**src/rtl/core/mbvs_pkg.sv**
```systemverilog
`default_nettype none

package mbvs_pkg;

   // item kinds carried by the request channel
   typedef enum logic {
      CMD_WRITE = 1'b0,
      CMD_TICK  = 1'b1
   } cmd_type;

   localparam int unsigned WADDR_W = 13;
   localparam int unsigned DATA_W  = 8;
   localparam int unsigned COL_W   = 9;
   localparam int unsigned LINE_W  = 8;

   localparam logic [LINE_W-1:0] LINE_FIRST = 8'h20;
   localparam logic [LINE_W-1:0] LINE_LAST  = 8'hFF;
   localparam logic [LINE_W-1:0] ROW_LAST   = 8'd223;
   localparam logic [COL_W-1:0]  COL_LAST   = 9'd259;
   localparam logic [2:0]        LOAD_PHASE = 3'd4;

   // decoupling queue between front and back
   localparam int unsigned QUEUE_DEPTH = 2;

   typedef struct packed {
      cmd_type             cmd;
      logic [WADDR_W-1:0]  addr;
      logic [DATA_W-1:0]   data;
   } item_type;

   typedef struct packed {
      logic     valid;
      item_type item;
   } queue_head_type;

endpackage

`default_nettype wire

```
**src/rtl/core/mbvs_front.sv**
```systemverilog
`default_nettype none

module mbvs_front
   import mbvs_pkg::*;
(
   input  wire logic               clock,
   input  wire logic               reset,
   input  wire logic               hold,
   input  wire logic               req_valid,
   output logic                    req_ready,
   input  wire logic               req_cmd,
   input  wire logic [WADDR_W-1:0] req_write_address,
   input  wire logic [DATA_W-1:0]  req_write_data,
   output queue_head_type          head,
   input  wire logic               pop
);

   localparam int unsigned PTR_W = $clog2(QUEUE_DEPTH);
   localparam int unsigned CNT_W = $clog2(QUEUE_DEPTH + 1);

   item_type          entry_ff [QUEUE_DEPTH];
   logic [PTR_W-1:0]  wr_ptr_ff, wr_ptr_in;
   logic [PTR_W-1:0]  rd_ptr_ff, rd_ptr_in;
   logic [CNT_W-1:0]  count_ff, count_in;
   logic              push;
   logic              pop_ok;
   item_type          new_item;

   // classify the incoming word
   always_comb begin
      new_item.cmd  = (req_cmd == 1'b1) ? CMD_TICK : CMD_WRITE;
      new_item.addr = req_write_address;
      new_item.data = req_write_data;
   end

   assign req_ready = (count_ff != CNT_W'(QUEUE_DEPTH)) && !hold;
   assign push      = req_valid && req_ready;
   assign pop_ok    = pop && (count_ff != '0);

   always_comb begin
      wr_ptr_in = wr_ptr_ff;
      rd_ptr_in = rd_ptr_ff;
      count_in  = count_ff;
      if (push) begin
         wr_ptr_in = (wr_ptr_ff == PTR_W'(QUEUE_DEPTH - 1)) ? '0 : wr_ptr_ff + 1'b1;
      end
      if (pop_ok) begin
         rd_ptr_in = (rd_ptr_ff == PTR_W'(QUEUE_DEPTH - 1)) ? '0 : rd_ptr_ff + 1'b1;
      end
      if (push && !pop_ok) begin
         count_in = count_ff + 1'b1;
      end else if (!push && pop_ok) begin
         count_in = count_ff - 1'b1;
      end
   end

   always_ff @(posedge clock) begin
      if (reset) begin
         wr_ptr_ff <= '0;
         rd_ptr_ff <= '0;
         count_ff  <= '0;
      end else begin
         wr_ptr_ff <= wr_ptr_in;
         rd_ptr_ff <= rd_ptr_in;
         count_ff  <= count_in;
      end
   end

   always_ff @(posedge clock) begin
      if (push) begin
         entry_ff[wr_ptr_ff] <= new_item;
      end
   end

   assign head.valid = (count_ff != '0);
   assign head.item  = entry_ff[rd_ptr_ff];

endmodule

`default_nettype wire

```
**config.mk**
```make
export PLATFORM = sky130hd
export DESIGN_NAME = mbvs_front
export DESIGN_NICKNAME = d
export VERILOG_FILES = /design/src/rtl/core/mbvs_pkg.sv /design/src/rtl/core/mbvs_front.sv
export SDC_FILE = /design/constraint.sdc
export NUM_CORES = 1
export LEC_CHECK = 0
export BUFFER_PORTS_ARGS = -buffer_cell sky130_fd_sc_hd__buf_2
export CORE_ASPECT_RATIO = 1.2
export CORE_MARGIN = 2
export CORE_UTILIZATION = 30
export CTS_CLUSTER_DIAMETER = 40
export DETAILED_ROUTE_END_ITERATION = 12
export SLEW_MARGIN = 20
export SYNTH_ARGS = -nofsm -noshare
export SYNTH_HDL_FRONTEND = slang
export SYNTH_SLANG_ARGS = --single-unit
```
**constraint.sdc**
```tcl
create_clock -name clock -period 2 [get_ports clock]
set_input_delay 0.1 -clock clock [delete_from_list [all_inputs] [get_ports clock]]
set_output_delay 0.1 -clock clock [all_outputs]
set_load 0.05 [all_outputs]
```
**Word-level counts from Yosys, hierarchy flattened**

Memories as Yosys holds them, arrays and structs flattened. A register that Yosys moved wholly into a read port is not among the register bits.
Cells that the tools add are included.

- $add $sub $neg: 4
- Equality and inequality tests: 1
- Multiplexer cells: 9
- Reduce and logical (&&, ||, !) cells: 10

Operators with widths:

| kind | number |
|---|---|
| 1-bit 2-to-1 mux | 7 |
| 1-bit logical AND | 5 |
| 2-bit 2-to-1 mux | 2 |
| 2-bit nonzero test | 2 |
| 1-bit logical NOT | 3 |
| 1-bit adder (second input constant) | 2 |
| 2-bit by 1-bit adder with 2-bit output (second input constant) | 1 |
| 2-bit != test (second input constant) | 1 |
| 2-bit by 1-bit subtractor with 2-bit output (second input constant) | 1 |

- Bits in registers: 4
- Bits in writable memories: 44
- Input bits: 27
- Output and inout port bits: 24
- Logic and storage cells: 28
- Memories: 1

Memory list:

| name | depth | width | rd ports | clocked after memory_dff | wr ports | line | text |
|---|---|---|---|---|---|---|---|
| entry_ff | 2 | 22 | 1 | 1 | 1 | mbvs_front.sv:21 | `item_type entry_ff [QUEUE_DEPTH];` |

**Longest topological paths before layout**

Gate-level depths: netlist (run 1).

- Depth in word-level cells: 7
- Mapped depth: 6
- Depth with buffers taken out: 6

**Least setup slack after synthesis (run 1)**

OpenSTA, ideal clock, no wires.

- Path type: register to register
- Start point: reg count_ff[1]
- End point: mem entry_ff[0][0] (netlist name), enable pin
- Setup time: 403 ps
- Arrival time: 1744 ps
- Data required time: 1597 ps
- Setup slack: -147 ps
- Stages on the path, launching flop included: 4
- Path buffers: 0
- Clock period less this slack: 2147 ps
- Cell sequence: dfxtp_1 nor2b_2 nor3b_4 nor2b_1

- Word-level cells in the longest chain between the ends: 5

Ends and longest elaborated chain:

| what | line | text |
|---|---|---|
| start: declaration | mbvs_front.sv:24 | `logic [CNT_W-1:0] count_ff, count_in;` |
| start signal: assignment | mbvs_front.sv:65 | `count_ff <= count_in;` |
| 2-bit != test | mbvs_front.sv:36 | `assign req_ready = (count_ff != CNT_W'(QUEUE_DEPTH)) && !hold;` |
| 1-bit logical AND | mbvs_front.sv:36 |  |
| 1-bit logical AND | mbvs_front.sv:37 | `assign push = req_valid && req_ready;` |
| net push | mbvs_front.sv:25 | `logic push;` |
| 1-bit 2-to-1 mux | mbvs_front.sv:70 | `if (push) begin` |
| 1-bit 2-to-1 mux (not written as such) | mbvs_front.sv:71 | `entry_ff[wr_ptr_ff] <= new_item;` |
| end: declaration | mbvs_front.sv:21 |  |

The timed path passes the listed nets, and every way through them passes these cells.

==> results.txt, run 1 <==
- Total count of max-transition violations in the final report: 0
- Buffers inserted to repair hold after CTS numbered 22.
* Overflow left after global routing: 0
* Number of buffers between clock root and the deepest sink: 2
- Violation count after the first detailed-routing iteration: 31
* Leakage: about 0.94 nW
- GRT Resource Usage Total: slightly above 10%
- In this run the tightest slew margin relative to its limit is about 77%.
* Transition at the pin with the smallest max-transition slack: between 300 and 400 ps
* Highest fanout seen on the critical path: 20
* Detailed-route via count: between 1,000 and 1,500
- The clock net in this run drives a total of between 40 and 50 sinks.
* Post-detailed-route wirelength per cell: 12.6 um
* Maximum number of pins on one net before global-route repair: 21
* Max-cap violation count: 0
- Unrepaired setup endpoints after global routing: no
- Initial core utilization: 30.7%
* Number of search-and-repair iterations in the first detailed-routing pass: 3
* Critical Path Sink Type: primary output
- Yosys mapped the design onto 16 distinct sky130hd cell types.
- Highest Clock Rate: about 0.60 GHz
- TritonCTS built the clock tree.
- Global-route wire length before repair: 5040 um
* Post-Synthesis Cells: 93
- The die covers about 6700 um^2.
- #FFs+latches synth: 49
- Yosys printed 0 warnings.
- Floorplan Core Area: around 6000 um^2
- Setup total negative slack on the finished layout was measured at 0 ps.
- IO Pins: 51
- Sequential cells were found to cover 78.0% of the synthesized design area.
- Most common cell after layout, fill and taps aside: buf_2
* Number of port buffers: 50
* Die Y-Extent: 89.4 um
- Required arrival time at the worst endpoint: 1900 ps
- Post-CTS sizing: 0
* Final-layout worst hold slack: between 30 and 40 ps
* Die width: ~75 um
- Layout Nets: about 200
- Part of the cycle the worst path needs: a little over four fifths
- Setup skew after layout: approximately 7.1 ps
- Outcome: finished clean
* CTS Root Buffer Type: clkbuf_8
* Via count of the first global-routing pass: between 1,000 and 1,500
- Routed WL: 3220 um
- The detail route stage leaves a number of antenna-violating nets equal to 0.
- Power comes to about 3 mW.
- Synthesized net count: roughly 120
- The worst setup path is launched from a register.
- The number of antenna diodes in the final layout is 0.
* Total power density per cell area: roughly 1200 nW/um^2
- Routability-driven placement congestion ratio: approximately 0.77
* Hold Crit Class: in2reg
* Mean instance size in the synthesized netlist: 19.6 um^2
- Setup violators final: 0
- Once the clock tree was built, the setup fixing pass inserted 0 buffers.
- The post-route netlist has between 50% and 60% of its cells at a drive strength greater than 1.
- Source-to-sink clock delay at the later pin of the worst-skew pair: 290 ps
* Hold Vio Cnt, Final: 0
* Total standard cell area after synthesis: ~1800 um^2
- H-tree depth: 2
- In the routed design, unresolved DRC markers number 0.
* Worst setup path class: reg2out
- Shortest period the worst path allows: ~1700 ps
- TritonCTS buffer count: 5
- Hold path start: reset
- Vias per cell: between 4 and 5
- Detailed-placement wirelength estimate: around 2300 um
- # rows: 31
- Worst-case vdd ir drop: approximately 600 uV
- From synthesis to final layout, the design area changed by 38.4%.
- The startpoint identified for the worst register-to-register timing path is count_ff[0].
* Most frequent cells in the layout: buf_2 (50), edfxtp_1 (44), mux2_2 (22), dlygate4sd3_1 (22)
- Clock slew at the register clock pins of the worst setup and hold paths: 80 ps
- At the worst endpoint, the arrival time is 1570 ps.
* Antenna violations before repair: 0
## power breakdown
part	switching (mW)	leakage, nW	internal, mW
registers	0.0518	0.444	1.23
logic	0.803	0.456	0.381
clock network	0.301	0.0439	0.241
total	1.16	0.944	1.85
## through the flow
stage / setup slack [ps] / utilization [%] / instance area [um^2] / cells
2_1_floorplan: 252 / - / 1820 / 93
3_3_place_gp: 459 / 37.3 / 2210 / 226
3_5_place_dp: 360 / 37.3 / 2210 / 226
4_1_cts: 286 / 42.5 / 2520 / 256
5_1_grt: 249 / 42.5 / 2520 / 256
6_report: 329 / 42.5 / 2520 / 256
## cell usage after synthesis
| cell type | instances | share of area, % |
|---|---|---|
| dfxtp_1 | 5 | 5.5 |
| nor2b_1 | 2 | 0.69 |
| or2_2 | 1 | 0.34 |
| ha_1 | 1 | 0.69 |
| nor2b_2 | 1 | 0.48 |
| mux2_1 | 1 | 0.62 |
| nor2_1 | 5 | 1.0 |
| buf_2 | 2 | 0.55 |
| o21ai_0 | 2 | 0.55 |
| or3_1 | 1 | 0.34 |
| nor3b_4 | 1 | 1.0 |
| edfxtp_1 | 44 | 73 |
| and2_1 | 1 | 0.34 |
| a21oi_1 | 1 | 0.27 |
| mux2_2 | 22 | 14 |
| xor2_1 | 3 | 1.4 |
## kinds of logic (layout without fill, tap and decap cells)
family	count (synthesis)	count (layout)	synth area share [%]
flip-flops	49	49	78.0
multiplexers	23	23	14.2
AND/OR/NAND/NOR	12	12	4.26
AO/OA/AOI/OAI	3	3	0.824
XOR/XNOR	3	3	1.44
buffers and inverters	2	83	0.549
adder cells (fa/ha/maj)	1	1	0.687
## sequential cells by signal (all words and copies together), names as in the netlist, named ones only
| name | flops |
|---|---|
| entry_ff | 44 |
| count_ff | 2 |
| wr_ptr_ff | 1 |
| rd_ptr_ff | 1 |
## metal layers
layer / share of wire [%] / global-route usage (%)
met5: 0 / 0
met4: 1.4 / 3.83
met3: 5.6 / 3.04
met2: 55 / 18.5
met1: 38 / 11.4
## critical path, stage by stage (launching register included)
cell and delay, ps:
dfxtp_1 380, buf_4 300, mux2_2 380, buf_2 210
## final cells by class
type                            count  area [um^2]
Clock buffer                        5         68.8
Clock inverter                      3         17.5
Fill cell                         543         3410
Multi-Input combinational cell     42          393
Sequential cell                    49         1420
Tap cell                           82          103
Timing Repair Buffer               75          518
## path summary, 6_finish.rpt
path	end	slack, ps	depth (start not counted)
worst min register to register	count_ff[1]	510	2
worst max register to register	count_ff[1]	370	5
worst min-delay path	count_ff[1]	40	2
worst max-delay path	head[4]	330	3
(Power assumes the default switching activity.)
==> inputs of run 2 (changes only) <==
==> constraint.sdc (replaced) <==
create_clock -name clock -period 1.7 [get_ports clock]
set_input_delay 0.085 -clock clock [delete_from_list [all_inputs] [get_ports clock]]
set_output_delay 0.085 -clock clock [all_outputs]
set_load 0.05 [all_outputs]
==> run 2 against run 1 <==
Global-route usage rose by 0.37 points. Largest power group unchanged. Sequential power grew 18%. Largest cell class unchanged. Worst hold slack got worse by 14 ps. Sequential share of layout area fell by 1.2 points.
==> results.txt, run 2 (synthesis results as in run 1) <==
* Outcome: finished clean
- Fraction of layout instances using a drive strength above 1: 52.2% (+2.2 points)
- Pre-CTS setup slack: 33.3 ps (-327 ps)
- The worst clock skew was 5.71 ps (-1.40 ps).
- Most common cell after layout, fill and taps aside: buf_2
* Violation count after the first detailed-routing iteration: 22 (-29%)
- The final number of hold-violating endpoints came to 0 (unchanged).
- Cell count of the worst reg-to-reg path: 5 (unchanged)
- Largest registers: entry_ff x44, count_ff x2
- The top-level port count is 51 (unchanged).
- The count of endpoints failing setup in the final report is 0 (unchanged).
- In the layout the commonest cells are buf_2 (50), edfxtp_1 (44), mux2_2 (22), dlygate4sd3_1 (22), buf_4 (6).
- Startpoint type of the worst setup path: register
- Clock tree from TritonCTS: yes
* Number of port buffers: 50 (unchanged)
- The leftover overflow at the end of global routing came to 0 (unchanged).
- The static leakage was 0.975 nW (+3.2%).
- Non-filler instance count after layout: 260 (+1.6%)
- Based on the critical path, the design can be clocked at up to between 0.6 and 0.7 GHz.
* Max reg flops: 44 (unchanged)
* Part of the cycle the worst path needs: between 90% and 100%
- Die Y-Extent: 89.4 um (unchanged)
- Detailed-route via count: 1,074 (+3.3%)
- The placed wire-length estimate after detailed placement is 2400 um (+4.7%).
* Cell Count Post-Placement: 229 (+1.3%)
- From synthesis to final layout, the design area changed by 41.6%.
- Initial core utilization: 30.7% (unchanged)
* Floorplan Core Area: 5930 um^2 (unchanged)
* Transition at the pin with the smallest max-transition slack: 328 ps (-12.9 ps)
- The clock transition at the registers of the reported paths was 80 ps (about the same).
- Overall power consumption: 3.72 mW (+24%)
- Util after Layout: 43.5% (+0.99 points)
- Routed WL: 3400 um (+5.7%)
* Routability-driven placement congestion ratio: 0.782 (+2.0%)
* Antenna violations before repair: 0 (unchanged)
* GRT Resource Usage Total: 10.7% (+0.37 points)
- The maximum fanout encountered on the critical timing path was 5 (-75%).
- Register bank with the most flops: entry_ff
- The tightest min-delay check is of the in2reg type.
* Number of buffers between clock root and the deepest sink: 2 (unchanged)
- The final count of pins violating max slew was 0 (unchanged).
* Final TNS setup: 0 ps (unchanged)
- The final-layout fill cell count is 550 (+1.3%).
* Worst Slack Setup Final: 84.5 ps (-245 ps)
- The via count of the first global-routing pass was 1,110 (+2.1%).
- Required arrival time at the worst endpoint: 1920 ps (+20 ps)
* Global-route wire length before repair: 5020 um (-0.42%)
* Antenna cells: 0 (unchanged)
* Data arrival, critical path: 1840 ps (+270 ps)
- Die ar.: 6710 um^2 (unchanged)
- For the finished layout, the period the worst path requires is approximately 1600 ps.
* Final-layout worst hold slack: 21.3 ps (-14.4 ps)
- The cell sitting at the root of the clock tree is a clkbuf_8.
- STA classifies the critical path endpoint as a register.
* Number of search-and-repair iterations in the first detailed-routing pass: 3 (unchanged)
- TritonCTS buffer count: 5 (unchanged)
* Vias per cell: 4.13 (+1.7%)
- Total number of clock tree sinks: 49 (unchanged)
- The maximum number of pins on one net before global-route repair was 15 (-29%).
- Remaining design rule violation count: 0 (unchanged)
* Number of cells on the worst hold path: 2 (unchanged)
- Worst setup path class: reg2reg
- Worst-case vdd ir drop: 870 uV (+43%)
- The width of the die was 75.1 um (unchanged).
- Post-detailed-route wirelength per cell: 13.1 um (+4.0%)
- Source-to-sink clock delay at the later pin of the worst-skew pair: 290 ps (about the same)
* Max-slew headroom at the worst pin: 78.0% (+0.95 points)
* Total power density per cell area: 1440 nW/um^2 (+21%)
- The post-route antenna net violation count is 0 (unchanged).
* Placement Cell Area: 2230 um^2 (+0.68%)
- The number of levels the H-tree was split into is 2 (unchanged).
- The final standard cell area without fillers came to 2580 um^2 (+2.3%).
- Max-cap violation count: 0 (unchanged)
* # rows: 31 (unchanged)
* Layout Nets: 205 (+2.0%)
- Setup repair after global routing left no endpoint under its margin.
[run 2: power by group]
part	internal (mW)	switching, mW	total (mW)	leakage (nW)
clock	0.434	0.333	0.766	0.0528
sequential	1.45	0.0600	1.51	0.445
combinational	0.479	0.964	1.44	0.477
[run 2: metal layers]
layer	wire, um	share of wire (%)	global-route usage, %
met1	1210	36	11.1
met2	1950	57	19.1
met3	195	5.7	4.17
met4	42	1.2	4.31
met5	0	0	0
[run 2: area by class of cell]
type	count	area, um^2	share of cell area [%]
sequential	49	1420	55.2
timing repair buffer	79	536	20.8
multi-input combinational	42	412	16.0
tap	82	103	3.98
clock buffer	6	72.6	2.81
clock inverter	2	33.8	1.31
[run 2: path summary, 6_finish.rpt]
kind	start	end	slack, ps
hold / removal	reset	count_ff[1]	20
setup / recovery	count_ff[1]	count_ff[1]	80
hold reg to reg	count_ff[1]	count_ff[1]	510
setup reg to reg	count_ff[1]	count_ff[1]	80
[run 2: repair_timing]
| action | CTS | global route |
|---|---|---|
| endpoints found under the hold margin | 44 | 0 |
| endpoints found under the setup margin | 0 | 7 |
| gates resized for setup | 0 | 5 |
| buffers inserted | 0 | 1 |
| hold buffers | 22 | 0 |
[run 2: critical path, stage by stage, from the launching register on]
cell and delay (ps):
dfxtp_2 340, nor2b_2 170, nor3b_4 300, ha_4 260
or3_1 350, a21oi_1 130
